## config.mk

```make
export PLATFORM = sky130hd
export DESIGN_NAME = decimal_to_negabinary_top
export DESIGN_NICKNAME = d
export VERILOG_FILES = /design/src/rtl/core/dtn_pkg.sv /design/src/rtl/core/dtn_cell.sv /design/src/rtl/core/dtn_bit_stack.sv /design/src/rtl/core/decimal_to_negabinary_top.sv
export SDC_FILE = /design/constraint.sdc
export NUM_CORES = 1
export LEC_CHECK = 0
export BUFFER_PORTS_ARGS = -buffer_cell sky130_fd_sc_hd__buf_2
export CAP_MARGIN = 10
export CELL_PAD_IN_SITES_DETAIL_PLACEMENT = 0
export CELL_PAD_IN_SITES_GLOBAL_PLACEMENT = 1
export CORE_ASPECT_RATIO = 1.25
export CORE_MARGIN = 2
export CORE_UTILIZATION = 52
export CTS_BUF_LIST = sky130_fd_sc_hd__clkbuf_4
export DETAILED_ROUTE_END_ITERATION = 7
export GPL_TIMING_DRIVEN = 0
export PLACE_DENSITY = 0.93
export SLEW_MARGIN = 20
export SYNTH_ARGS = -nofsm -noshare
export SYNTH_HDL_FRONTEND = slang
export SYNTH_SLANG_ARGS = --single-unit
```

## constraint.sdc

```tcl
create_clock -name clk -period 5 [get_ports clk]
set_clock_uncertainty 0.05 [all_clocks]
set_input_delay 1.5 -clock clk [delete_from_list [all_inputs] [get_ports clk]]
set_output_delay 1.5 -clock clk [all_outputs]
set_load 0.01 [all_outputs]
```

## src/rtl/core/dtn_pkg.sv

```systemverilog
// Shared constants and types for the decimal to negabinary converter.
`default_nettype none
package dtn_pkg;

	localparam int MAX_DIGITS = 16;
	localparam int MAX_BITS   = 56;

	localparam int DIGIT_W = 4;
	localparam int DCNT_W  = $clog2(MAX_DIGITS + 1);
	localparam int BCNT_W  = $clog2(MAX_BITS + 1);

	localparam logic [DIGIT_W-1:0] DIGIT_MAX = DIGIT_W'(9);
	localparam logic [DIGIT_W-1:0] HALF_ADD  = DIGIT_W'(5);

	typedef enum logic [1:0] {
		ST_COLLECT,
		ST_CONVERT,
		ST_EMIT
	} dtn_state_t;

	typedef enum logic [1:0] {
		CELL_HOLD,
		CELL_START,
		CELL_SHIFT,
		CELL_STEP
	} cell_op_t;

	typedef struct packed {
		logic push;
		logic pop;
		logic push_bit;
	} stk_ctrl_t;

endpackage
`default_nettype wire

```

## src/rtl/core/dtn_cell.sv

```systemverilog
// One BCD digit cell of the working value: load, shift, halve and increment.
`default_nettype none
module dtn_cell import dtn_pkg::*; (
	input  wire logic               clk,
	input  wire cell_op_t           op,
	input  wire logic [DIGIT_W-1:0] start_in,
	input  wire logic [DIGIT_W-1:0] shift_in,
	input  wire logic               upper_lsb,
	input  wire logic               carry_in,
	output logic      [DIGIT_W-1:0] digit,
	output logic                    carry_out
);

	logic [DIGIT_W-1:0] digit_q;
	logic [DIGIT_W-1:0] half;
	logic [DIGIT_W-1:0] step_val;

	// halve with borrow of five from the odd upper neighbor, then add carry
	always_comb begin
		half      = {1'b0, digit_q[DIGIT_W-1:1]} + (upper_lsb ? HALF_ADD : '0);
		carry_out = carry_in && (half == DIGIT_MAX);
		if (!carry_in) begin
			step_val = half;
		end else if (half == DIGIT_MAX) begin
			step_val = '0;
		end else begin
			step_val = half + DIGIT_W'(1);
		end
	end

	always_ff @(posedge clk) begin
		case (op)
			CELL_START: digit_q <= start_in;
			CELL_SHIFT: digit_q <= shift_in;
			CELL_STEP:  digit_q <= step_val;
			default:    digit_q <= digit_q;
		endcase
	end

	assign digit = digit_q;

endmodule
`default_nettype wire

```

## src/rtl/core/dtn_bit_stack.sv

```systemverilog
// Last-in first-out shift line holding the negabinary digits.
`default_nettype none
module dtn_bit_stack import dtn_pkg::*; (
	input  wire logic      clk,
	input  wire stk_ctrl_t ctrl,
	output logic           top_bit
);

	logic [MAX_BITS-1:0] stk_q;

	always_ff @(posedge clk) begin
		if (ctrl.push) begin
			stk_q <= {stk_q[MAX_BITS-2:0], ctrl.push_bit};
		end else if (ctrl.pop) begin
			stk_q <= {1'b0, stk_q[MAX_BITS-1:1]};
		end
	end

	assign top_bit = stk_q[0];

endmodule
`default_nettype wire

```

## src/rtl/core/decimal_to_negabinary_top.sv

```systemverilog
// Top level of the decimal to negabinary converter.
`default_nettype none
// Takes a signed decimal number one digit per input word, most significant
// first, sign in s_tuser on the first word and s_tlast on the least
// significant digit; digits above nine count as nine. Up to MAX_DIGITS digits
// shift into a row of BCD cells. After the last digit the row halves itself
// once per cycle (with the negabinary correction) until it reaches zero, and
// the digits are then sent most significant first, one per output word, with
// m_tlast on the last one. A zero value gives a single 0. More than MAX_DIGITS
// digits, or a result of more than MAX_BITS digits, gives one word with
// m_tuser set. One number at a time: n input words, then the conversion
// through the cell row for a k-digit result, then k output words;
// input is held off from the last digit until the last output word is taken.
module decimal_to_negabinary_top import dtn_pkg::*; (
	input  wire logic       clk,
	input  wire logic       arst_n,
	input  wire logic       s_tvalid,
	output logic            s_tready,
	input  wire logic [7:0] s_tdata,   // [3:0] digit, [7:4] zero
	input  wire logic       s_tuser,   // [0] negative
	input  wire logic       s_tlast,   // final_digit
	output logic            m_tvalid,
	input  wire logic       m_tready,
	output logic      [7:0] m_tdata,   // [0] nega_bit, [7:1] zero
	output logic            m_tuser,   // [0] too_long
	output logic            m_tlast    // end_of_number
);

	dtn_state_t          state_q, state_d;
	logic [DCNT_W-1:0]   digit_count_q, digit_count_d;
	logic                sign_q, sign_d;
	logic                overflow_q, overflow_d;
	logic                sgn_q, sgn_d;
	logic [BCNT_W-1:0]   bit_count_q, bit_count_d;
	logic                special_q, special_d;
	logic                fail_q, fail_d;

	cell_op_t            cell_op;
	stk_ctrl_t           stk_ctrl;
	logic                top_bit;
	logic [DIGIT_W-1:0]  in_digit;
	logic                in_acc;
	logic                out_acc;
	logic                full;
	logic                work_zero;
	logic                work_lsb;

	logic [DIGIT_W-1:0]  w     [MAX_DIGITS];
	logic [DIGIT_W-1:0]  sh_in [MAX_DIGITS];
	logic [DIGIT_W-1:0]  st_in [MAX_DIGITS];
	logic                up_lsb[MAX_DIGITS];
	logic [MAX_DIGITS:0] carry;

	assign in_digit = (s_tdata[DIGIT_W-1:0] > DIGIT_MAX) ? DIGIT_MAX : s_tdata[DIGIT_W-1:0];
	assign in_acc   = s_tvalid && s_tready;
	assign out_acc  = m_tvalid && m_tready;
	assign full     = overflow_q || (digit_count_q >= DCNT_W'(MAX_DIGITS));
	assign work_lsb = w[0][0];
	assign carry[0] = sgn_q && work_lsb;

	always_comb begin
		work_zero = 1'b1;
		for (int i = 0; i < MAX_DIGITS; i++) begin
			sh_in[i]  = (i == 0) ? in_digit : w[(i == 0) ? 0 : i - 1];
			st_in[i]  = (i == 0) ? in_digit : '0;
			up_lsb[i] = (i == MAX_DIGITS - 1) ? 1'b0 : w[(i == MAX_DIGITS - 1) ? i : i + 1][0];
			if (w[i] != '0) begin
				work_zero = 1'b0;
			end
		end
	end

	for (genvar g = 0; g < MAX_DIGITS; g++) begin : g_cell
		dtn_cell u_cell (
			.clk       (clk),
			.op        (cell_op),
			.start_in  (st_in[g]),
			.shift_in  (sh_in[g]),
			.upper_lsb (up_lsb[g]),
			.carry_in  (carry[g]),
			.digit     (w[g]),
			.carry_out (carry[g+1])
		);
	end

	dtn_bit_stack u_stack (
		.clk     (clk),
		.ctrl    (stk_ctrl),
		.top_bit (top_bit)
	);

	always_ff @(posedge clk or negedge arst_n) begin
		if (!arst_n) begin
			state_q       <= ST_COLLECT;
			digit_count_q <= '0;
			sign_q        <= 1'b0;
			overflow_q    <= 1'b0;
			sgn_q         <= 1'b0;
			bit_count_q   <= '0;
			special_q     <= 1'b0;
			fail_q        <= 1'b0;
		end else begin
			state_q       <= state_d;
			digit_count_q <= digit_count_d;
			sign_q        <= sign_d;
			overflow_q    <= overflow_d;
			sgn_q         <= sgn_d;
			bit_count_q   <= bit_count_d;
			special_q     <= special_d;
			fail_q        <= fail_d;
		end
	end

	always_comb begin
		state_d       = state_q;
		digit_count_d = digit_count_q;
		sign_d        = sign_q;
		overflow_d    = overflow_q;
		sgn_d         = sgn_q;
		bit_count_d   = bit_count_q;
		special_d     = special_q;
		fail_d        = fail_q;
		cell_op       = CELL_HOLD;
		stk_ctrl      = '0;
		s_tready      = 1'b0;
		m_tvalid      = 1'b0;

		case (state_q)
			ST_COLLECT: begin
				s_tready = 1'b1;
				if (in_acc) begin
					if (digit_count_q == '0 && !overflow_q) begin
						sign_d = s_tuser;
					end
					if (full) begin
						overflow_d = 1'b1;
					end else begin
						cell_op       = (digit_count_q == '0) ? CELL_START : CELL_SHIFT;
						digit_count_d = digit_count_q + DCNT_W'(1);
					end
					if (s_tlast) begin
						digit_count_d = '0;
						sign_d        = 1'b0;
						overflow_d    = 1'b0;
						bit_count_d   = '0;
						if (full) begin
							special_d = 1'b1;
							fail_d    = 1'b1;
							state_d   = ST_EMIT;
						end else begin
							sgn_d   = (digit_count_q == '0) ? s_tuser : sign_q;
							state_d = ST_CONVERT;
						end
					end
				end
			end
			ST_CONVERT: begin
				if (work_zero) begin
					special_d = (bit_count_q == '0);
					fail_d    = 1'b0;
					state_d   = ST_EMIT;
				end else if (bit_count_q >= BCNT_W'(MAX_BITS)) begin
					special_d   = 1'b1;
					fail_d      = 1'b1;
					bit_count_d = '0;
					state_d     = ST_EMIT;
				end else begin
					stk_ctrl.push     = 1'b1;
					stk_ctrl.push_bit = work_lsb;
					cell_op           = CELL_STEP;
					bit_count_d       = bit_count_q + BCNT_W'(1);
					sgn_d             = !sgn_q;
				end
			end
			ST_EMIT: begin
				m_tvalid = 1'b1;
				if (out_acc) begin
					if (special_q || bit_count_q == BCNT_W'(1)) begin
						bit_count_d = '0;
						special_d   = 1'b0;
						fail_d      = 1'b0;
						state_d     = ST_COLLECT;
					end else begin
						stk_ctrl.pop = 1'b1;
						bit_count_d  = bit_count_q - BCNT_W'(1);
					end
				end
			end
			default: begin
				state_d = ST_COLLECT;
			end
		endcase
	end

	assign m_tdata = {7'd0, special_q ? 1'b0 : top_bit};
	assign m_tlast = special_q || (bit_count_q == BCNT_W'(1));
	assign m_tuser = special_q && fail_q;

`ifndef SYNTHESIS
	a_one_side: assert property (@(posedge clk) disable iff (!arst_n)
		!(s_tready && m_tvalid))
		else $error("input and output open together");

	a_bits_fit: assert property (@(posedge clk) disable iff (!arst_n)
		bit_count_q <= BCNT_W'(MAX_BITS))
		else $error("digit count past stack depth");

	a_emit_nonempty: assert property (@(posedge clk) disable iff (!arst_n)
		(m_tvalid && !special_q) |-> (bit_count_q != '0))
		else $error("emitting from empty stack");

	a_final_blocks: assert property (@(posedge clk) disable iff (!arst_n)
		(s_tvalid && s_tready && s_tlast) |=> !s_tready)
		else $error("input taken right after last digit");
`endif

endmodule
`default_nettype wire
```

==> results of run 1 <==
[cells in the mapped netlist (all sizes together) (9+ instances only)]
| cell | count | area share, % |
|---|---|---|
| nand3 | 67 | 3.7 |
| nor4 | 26 | 2.3 |
| nor3 | 20 | 1.2 |
| nand2 | 210 | 8.3 |
| xnor2 | 29 | 2.7 |
| and3 | 13 | 0.85 |
| a21oi | 33 | 1.7 |
| nor2b | 9 | 0.59 |
| inv | 29 | 1.1 |
| a22o | 18 | 1.7 |
| edfxtp | 120 | 38 |
| o21ai | 46 | 2.5 |
| ha | 84 | 11 |
| dfrtp | 18 | 4.7 |
| nand4 | 18 | 1.3 |
| clkbuf | 23 | 0.91 |
| buf | 27 | 1.7 |
| a31oi | 16 | 1.1 |
| nor2 | 35 | 1.4 |
| xor2 | 19 | 1.7 |
[state kept, by name (all words and copies together), names as in the netlist]
register	count
bit_count_q	6
sgn_q	1
sign_q	1
g_cell.u_cell.digit	64
state_q	2
special_q	1
u_stack.stk_q	56
overflow_q	1
fail_q	1
digit_count_q	5
[layout by cell type, fill, tap and decap left out, types with 9 or more instances in the layout]
cell | netlist | final
clkbuf_1 | 23 | 23
buf_2 | 18 | 32
xor2_1 | 19 | 19
dfrtp_1 | 18 | 18
nor2_1 | 34 | 34
nor4_1 | 22 | 22
ha_1 | 84 | 84
o21ai_0 | 26 | 26
edfxtp_1 | 120 | 120
xnor2_1 | 29 | 29
a21oi_1 | 33 | 33
and3_1 | 13 | 13
clkbuf_4 | 0 | 17
nor3_1 | 18 | 18
nor2b_1 | 9 | 9
nand3_1 | 66 | 66
a22o_1 | 18 | 18
a31oi_1 | 16 | 16
inv_1 | 29 | 29
nand4_1 | 17 | 17
nand2_1 | 210 | 208
o21ai_1 | 19 | 19
[per-stage QoR]
| step | hold slack [ps] | TNS, ps | total power [mW] | area (um^2) |
|---|---|---|---|---|
| 2_1_floorplan | 406 | 0 | 5.72 | 9550 |
| 3_3_place_gp | 421 | -43000 | 6.73 | 9910 |
| 3_5_place_dp | 428 | 0 | 6.82 | 9940 |
| 4_1_cts | 459 | 0 | 7.64 | 10200 |
| 5_1_grt | 487 | 0 | 8.32 | 10200 |
| 6_report | 456 | 0 | 7.68 | 10200 |
[area by class of cell]
class	instances	area, um^2
fillers	1623	7790
multi-input cells	778	5160
flip-flops and latches	138	4050
well taps	228	285
plain buffers	50	248
clock inverters	15	171
clock buffers	17	128
inverters	29	109
repair buffers	15	90.1
diodes	1	2.50
[final timing paths]
path	slack (ps)	end	from	cells past startpoint
setup / recovery	1070	u_stack.stk_q[15]	g_cell[3].u_cell.digit[2]	8
hold / removal	460	fail_q	fail_q	1
setup reg to reg	1070	u_stack.stk_q[15]	g_cell[3].u_cell.digit[2]	8
hold reg to reg	460	fail_q	fail_q	1
max in group asynchronous	3800	digit_count_q[0]	arst_n	1
min in group asynchronous	780	state_q[1]	arst_n	1
[cells by family after synthesis]
group,after synthesis
flops,138
fa+ha+maj,84
mux,13
other cells,1
compound gates,182
xor+xnor,48
buf+inv,79
simple gates,444
[power breakdown]
group          internal [mW]  switching, mW  total, mW
clock network          0.346          0.461      0.807
logic                   1.60           2.54       4.14
registers               2.19          0.537       2.73
total                   4.14           3.54       7.68
[layer usage]
metal,GRT usage [%],vias to the layer above,wire [um]
li1,-,3747,-
met1,32.3,3783,10200
met2,41.5,248,11500
met3,4.20,46,1190
met4,8.62,0,558
met5,0,-,0
==> metrics, run 1 <==
status complete, no violations; critical path, cell by cell nor4_1 > nand4_1 > nor4_4 > nand2b_1 > buf_2 > buf_2 > buf_2 > nand2_4; peak supply drop about 0.00043 V; Syn Area/Cell 9.64 um^2; WL/cell roughly 18 um; cts hold-fix bufs 0; ys async rst share a little over an eighth; CP arrival 4040 ps; DRC viols 0; Gate Count Post-Synth slightly below 1,000; RSZ-0062 raised after global routing false; Die Height between 150 and 200 um; CP Capture Type register; CP Class reg2reg; CTS tree yes; Tcrit/Tclk final between 70 and 80%; slew margin rel. approximately two fifths; leakage power 4.13 nW; Final HPWL DP 16.6 mm; routed wire length between 20 and 25 mm; Max Clock Freq ~250 MHz; first-pass GRT wire length slightly below 40 mm; Fin. Hold Viols 0; Synthesis Warnings 0; H-Tree Depth 4; Setup Buffers After CTS 0; final slew viol count 0; total CTS buffers 17; Post-synth EDFFs 120; multiplexer share of the synthesized area under 10%; vias per std cell 6.16; Critical Path Most Common Cell buf_2; Placer Congestion ~0.89; dpl cells roughly 1,200; Compound-Gate Fraction of Synth Area 13.1%; Cell Rows between 50 and 60; post-route ant nets 0; sequential fraction of the synthesis area a little over two fifths; layout cells sized above 1 a little under a tenth; dpl ws between 1000 and 1500 ps; die width 125 um; PwrDens approximately 750 mW/mm^2; synthesis-to-finish area growth 7.50%; endpoints failing setup 0; Tmin final around 3900 ps; worst skew pair latency slightly below 600 ps; Post-CTS Resized 0; gr usage total 24.6%; Worst-Margin Slew between 800 and 900 ps; Top FF cell, synth edfxtp_1; nets approximately 1,100; 1st-pass router iterations 6; adder-cell share of the synthesized area between 10% and 20%; WP data required around 5100 ps; max-cap violation count 0; IO Pins 26; Netlist Area Pre-Place approximately 0.0095 mm^2; Crit path max-delay family simple AND/OR/NAND/NOR gates; via count 7,824; CP max FO 56; core area 0.0180 mm^2; final worst setup slack 1070 ps; # port buffers 14; total die area about 0.02 mm^2; Initial Util roughly 53%; Worst Hold Class reg2reg; Worst setup SP type register; Largest stage delay, worst path ~660 ps; Finished Layout Cells between 1,000 and 1,500; largest family of logic cells by synthesized area simple AND/OR/NAND/NOR gates; drt initial violations 562; initial antenna violation count 1; CTS max path bufs 2; xor-xnor portion of the synthesized cell area under 10%; CTS sink cnt between 100 and 150; crit path buf inv count 3; largest net degree at the start of global routing between 50 and 60; post-synthesis simple-gate area fraction between 20% and 30%; Root Buffer clkbuf_4; Worst-path clk slew 130 ps; Synth cell types approximately 80; synthesized flop and latch total about 140; Remaining Overflow, GRT 0; vias in the first global route ~7,600; critical path's slowest cell nor4_4; Final Core Density 56.8%
(Power assumes the default switching activity.)
==> run 2, diff against run 1 <==
clock period = 3.8 ns   (was 5 ns; I/O delays follow)
==> run 2 against run 1 <==
Count of clock-buffer cells in the layout unchanged. Register-to-register slack got worse by 940 ps. Design area increased by 0.60%. Utilization increased by 0.34 points. Power increased by 32%. Routed wire length increased by 0.21%. Global-route usage increased by 0.067 points.
==> metrics, run 2 (same netlist as run 1, synthesis figures left out) <==
peak supply drop 0.000601 V (+39%); worst skew pair latency 590 ps (about the same); Final Core Density 57.2% (+0.34 points); Cell Rows 55 (unchanged); Final HPWL DP 16.6 mm (unchanged); Die Height 155 um (unchanged); CP Class reg2reg; Crit Reg-Reg Startpoint g_cell[5].u_cell.digit[0]; slew margin rel. 42.8% (+1.1 points); leakage power 4.16 nW (+0.86%); vias in the first global route 7,613 (+0.11%); status complete, no violations; commonest cells after routing, fill and taps aside nand2_1 (208), edfxtp_1 (120), ha_1 (84), nand3_1 (66), nor2_1 (34); DRC viols 0 (unchanged); Finished Layout Cells 1,275 (+0.31%); WL/cell 18.5 um (-0.11%); Tot Pwr 10.1 mW (+32%); Max Clock Freq 273 MHz (+7.1%); drt initial violations 636 (+13%); dpl cells 1,238 (unchanged); RSZ-0062 raised after global routing false; synthesis-to-finish area growth 8.14%; largest net degree at the start of global routing 57 (unchanged); Placer Congestion 0.890 (unchanged); CP Capture Type register; routed wire length 23.5 mm (+0.21%); Worst Hold Class in2async; post-route ant nets 0 (unchanged); final slew viol count 0 (unchanged); CP max FO 35 (-38%); initial antenna violation count 1 (unchanged); total die area 0.0194 mm^2 (unchanged); Worst setup SP type register; gr usage total 24.7% (+0.067 points); Remaining Overflow, GRT 0 (unchanged); Root Buffer clkbuf_4; Initial Util 52.9% (unchanged); core area 0.0180 mm^2 (unchanged); total CTS buffers 17 (unchanged); CTS sink cnt 138 (unchanged); CP arrival 3930 ps (-110 ps); max reg flops 64 (unchanged); nets 1,131 (+0.35%); Fin. Hold Viols 0 (unchanged); IO Pins 26 (unchanged); Worst-path clk slew 130 ps (about the same); Crit. Startpoint g_cell[5].u_cell.digit[0]; CTS max path bufs 2 (unchanged); via count 7,823 (-0.013%); die width 125 um (unchanged); commonest non-fill, non-tap cell in the layout nand2_1; max-cap violation count 0 (unchanged); # port buffers 14 (unchanged); 1st-pass router iterations 6 (unchanged); endpoints failing setup 0 (unchanged); setup TNS 0 ps (unchanged); layout cells sized above 1 10.4% (+0.92 points); Tmin final 3660 ps (-261 ps); vias per std cell 6.14 (-0.33%); Tcrit/Tclk final 96.4% (+18 points); CTS tree yes; PwrDens 981 mW/mm^2 (+31%); Worst-Margin Slew 847 ps (-16.3 ps); H-Tree Depth 4 (unchanged); FILL cells 1,615 (-0.49%); WP data required 4070 ps (-1040 ps); first-pass GRT wire length 38.8 mm (+0.14%)
-- run 2: path summary, 6_finish.rpt --
path                                               to  slack (ps)  cells past startpoint
max reg2reg                g_cell[14].u_cell.digit[1]         140                      9
max in group asynchronous            digit_count_q[0]        2960                      1
min                                        state_q[1]         420                      1
max                        g_cell[14].u_cell.digit[1]         140                      9
min reg2reg                                    fail_q         460                      1
min in group clk                               fail_q         460                      1
-- run 2: routing by layer --
| metal | vias to the layer above | part of all wire [%] | global-route usage (%) |
|---|---|---|---|
| met1 | 3745 | 42 | 32.4 |
| met2 | 270 | 49 | 41.6 |
| met4 | 0 | 2.6 | 8.62 |
| met5 | - | 0 | 0 |
| li1 | 3760 | - | - |
| met3 | 48 | 6.4 | 4.20 |
-- run 2: layout make-up --
cell class / instances / area, um^2 / share of cell area, %
multi-input combinational: 778 / 5190 / 50.3
clock buffer: 17 / 128 / 1.24
sequential: 138 / 4050 / 39.3
buffer: 50 / 249 / 2.42
inverter: 29 / 109 / 1.06
timing repair buffer: 19 / 120 / 1.17
antenna: 1 / 2.50 / 0.0243
clock inverter: 15 / 171 / 1.66
tap: 228 / 285 / 2.77
-- run 2: repair_timing --
item	4_1_cts	5_1_grt
setup buffers	1	3
hold buffers	0	0
endpoints found under the setup margin	91	58
resized for setup	1	8
pin swaps	1	1
-- run 2: critical path, cell delays in order, from the launching register on --
cell and delay [ps]:
edfxtp_1 500, nor4_2 460, nand4_1 250, nor4_4 450, nand2b_1 150, buf_2 230
buf_2 320, buf_2 350, nand2_4 320, buf_12 290
-- run 2: report_power, final --
part / leakage [nW] / internal (mW) / switching [mW]
Clock: 0.148 / 0.455 / 0.607
Sequential: 1.41 / 2.88 / 0.704
Combinational: 2.61 / 2.12 / 3.35
-- run 2: metrics by stage --
stage	instance area (um^2)	setup slack (ps)	hold slack (ps)
2_1_floorplan	9550	39.1	406
3_3_place_gp	9910	-1750	421
3_5_place_dp	9940	-78.0	428
4_1_cts	10300	0.186	405
5_1_grt	10300	13.8	421
6_report	10300	135	419
==> run 3, diff against run 2 <==
CORE_UTILIZATION = 56   (was 52)
PLACE_DENSITY = 0.95   (was 0.93)
REMOVE_ABC_BUFFERS = 1   (was default)
clock period = 4.7 ns   (was 3.8 ns; I/O delays follow)
==> run 3 against run 2 <==
Design area fell by 1.4%. Non-clock buffer count shrank 49. Power down 20%. Cell count is 4.4% lower. Flip-flop and latch count unchanged. Routed wire length fell by 12%. Sequential share of layout area increased by 0.55 points. Sequential power fell by 19%. Maximum frequency down 14%. Worst hold slack improved by 37 ps. Via count decreased by 4.6%. Register-to-register slack improved by 310 ps. Highest routed layer unchanged.
==> metrics, run 3 (same netlist as run 1, synthesis figures left out) <==
status complete, no violations; setup TNS 0 ps (unchanged); # port buffers 14 (unchanged); endpoints failing setup 0 (unchanged); Setup Buffers After CTS 0 (-1); cts hold-fix bufs 0 (unchanged); Cell Rows 53 (-3.6%); total CTS buffers 17 (unchanged); vias per std cell 6.13 (-0.17%); met2 usage in global routing 42.3% (+0.64 points); Worst-path clk slew 130 ps (about the same); CP Capture Type register; Non-Filler Cell Area, Final 0.0102 mm^2 (-1.4%); hold path depth 1; WHS Endpoint fail_q; PwrDens 796 mW/mm^2 (-19%); GRT Max-Usage Layer met2; CP max FO 26 (-26%); R2R setup slack 440 ps (+310 ps); CTS max path bufs 2 (unchanged); Fin. Hold Viols 0 (unchanged); slew margin rel. 28.3% (-15 points); final slew viol count 0 (unchanged); Remaining Overflow, GRT 0 (unchanged); initial antenna violation count 1 (unchanged); CP arrival 4520 ps (+590 ps); M3 GR Usage 4.19% (about the same); first-pass GRT wire length 35.1 mm (-9.5%); core area 0.0167 mm^2 (-7.3%); critical path's slowest cell nor4_4; Crit Reg-Reg Startpoint g_cell[3].u_cell.digit[0]; WL/cell 17.0 um (-7.9%); 1st-pass router iterations 5 (-1); critical path, cell by cell ha_1 > ha_1 > inv_1 > ha_1 > nand3_1 > o21ai_1 > nand4_4 > nor4_4 > a2111oi_0 > a211o_1; peak supply drop 0.000688 V (+14%); layout cells sized above 1 8.22% (-2.2 points); placed inst area 0.00982 mm^2 (-1.2%); Max Clock Freq 235 MHz (-14%); CTS sink cnt 138 (unchanged); routed wire length 20.7 mm (-12%); CP Class reg2reg; via count 7,467 (-4.6%); leakage power 4.07 nW (-2.3%); Tcrit/Tclk final 90.6% (-5.8 points); total die area 0.0181 mm^2 (-6.9%); gr usage total 24.2% (-0.52 points); worst skew pair latency 560 ps (-30 ps); HP Start fail_q; commonest non-fill, non-tap cell in the layout nand2_1; Post-CTS Resized 0 (-1); largest net degree at the start of global routing 69 (+21%); Crit path max-delay family simple AND/OR/NAND/NOR gates; max reg flops 64 (unchanged); crit path buf inv count 1 (-3); Tmin final 4260 ps (+594 ps); Die Height 150 um (-3.5%); nets 1,082 (-4.3%); Final HPWL DP 14.3 mm (-14%); Critical Path Most Common Cell ha_1; synthesis-to-finish area growth 6.66%; die width 121 um (-3.5%); max-cap violation count 0 (unchanged); CTS tree yes; Initial Util 57.0% (+4.2 points); R2R Path End g_cell[12].u_cell.digit[3]; DRC viols 0 (unchanged); dpl ws 494 ps (+572 ps); RSZ-0062 raised after global routing false; final worst setup slack 442 ps (+306 ps); Worst Hold Class reg2reg; worst reg2reg path depth 10 (+1); Placer Congestion 0.835 (-6.3%); vias in the first global route 7,336 (-3.6%); Worst setup SP type register; GRT met1 Usage 29.6% (-2.8 points); WP data required 4960 ps (+890 ps); Worst-Margin Slew 1070 ps (+221 ps); Largest stage delay, worst path 1040 ps (+540 ps); IO Pins 26 (unchanged); drt initial violations 481 (-24%); post-route ant nets 0 (unchanged); H-Tree Depth 4 (unchanged); Root Buffer clkbuf_4; commonest cells after routing, fill and taps aside nand2_1 (208), edfxtp_1 (120), ha_1 (84), nand3_1 (66)
-- run 3: cell count changes in the layout (fill, tap and decap cells not counted), moves of 3 or more --
cell      delta
o21ai_1      +3
clkbuf_1    -22
buf_2       -18
clkinv_4     +4
o21ai_2      -4
buf_4       -12
-- run 3: how the worst max path moves through the flow --
stage	depth (start not counted)	end	slack, ps	startpoint
2_1_floorplan	5	g_cell[0].u_cell.digit[0]	-1960	g_cell[8].u_cell.digit[2]
3_3_place_gp	5	g_cell[10].u_cell.digit[2]	-5620	g_cell[5].u_cell.digit[0]
3_5_place_dp	10	g_cell[14].u_cell.digit[1]	490	g_cell[2].u_cell.digit[1]
5_1_grt	10	g_cell[12].u_cell.digit[3]	160	g_cell[2].u_cell.digit[1]
6_report	10	g_cell[12].u_cell.digit[3]	440	g_cell[3].u_cell.digit[0]
4_1_cts	10	g_cell[12].u_cell.digit[3]	460	g_cell[3].u_cell.digit[0]
-- run 3: power breakdown --
group          internal (mW)  switching (mW)  leakage (nW)
registers               2.33           0.557          1.41
clock network          0.431           0.476         0.171
logic                   1.72            2.58          2.49
total                   4.48            3.61          4.07
-- run 3: worst register-to-register path, stage by stage, from the launching register on --
cell and delay [ps]:
edfxtp_1 480, ha_1 250, ha_1 350, inv_1 70
ha_1 160, nand3_1 80, o21ai_1 520, nand4_4 520
nor4_4 1040, a2111oi_0 190, a211o_1 320
-- run 3: routing by layer --
layer / up-vias / wire length [um]
met1: 3597 / 8840
met5: - / 0
li1: 3656 / -
met2: 170 / 10500
met3: 44 / 732
met4: 0 / 618
-- run 3: through the flow --
stage,hold WS (ps),power [mW],util (%),cells
floorplan,406,6.04,-,945
global placement,420,7.02,57.7,1179
detailed placement,431,7.17,58.8,1185
CTS,460,8.10,60.8,1217
global route,489,8.81,60.8,1219
finish,456,8.09,60.8,1219
-- run 3: layout make-up --
cell class / count / area [um^2]
fillers: 1488 / 6550
multi-input cells: 778 / 5190
flip-flops and latches: 138 / 4050
well taps: 220 / 275
repair buffers: 20 / 200
clock inverters: 14 / 196
clock buffers: 18 / 135
inverters: 29 / 109
diodes: 2 / 5.00
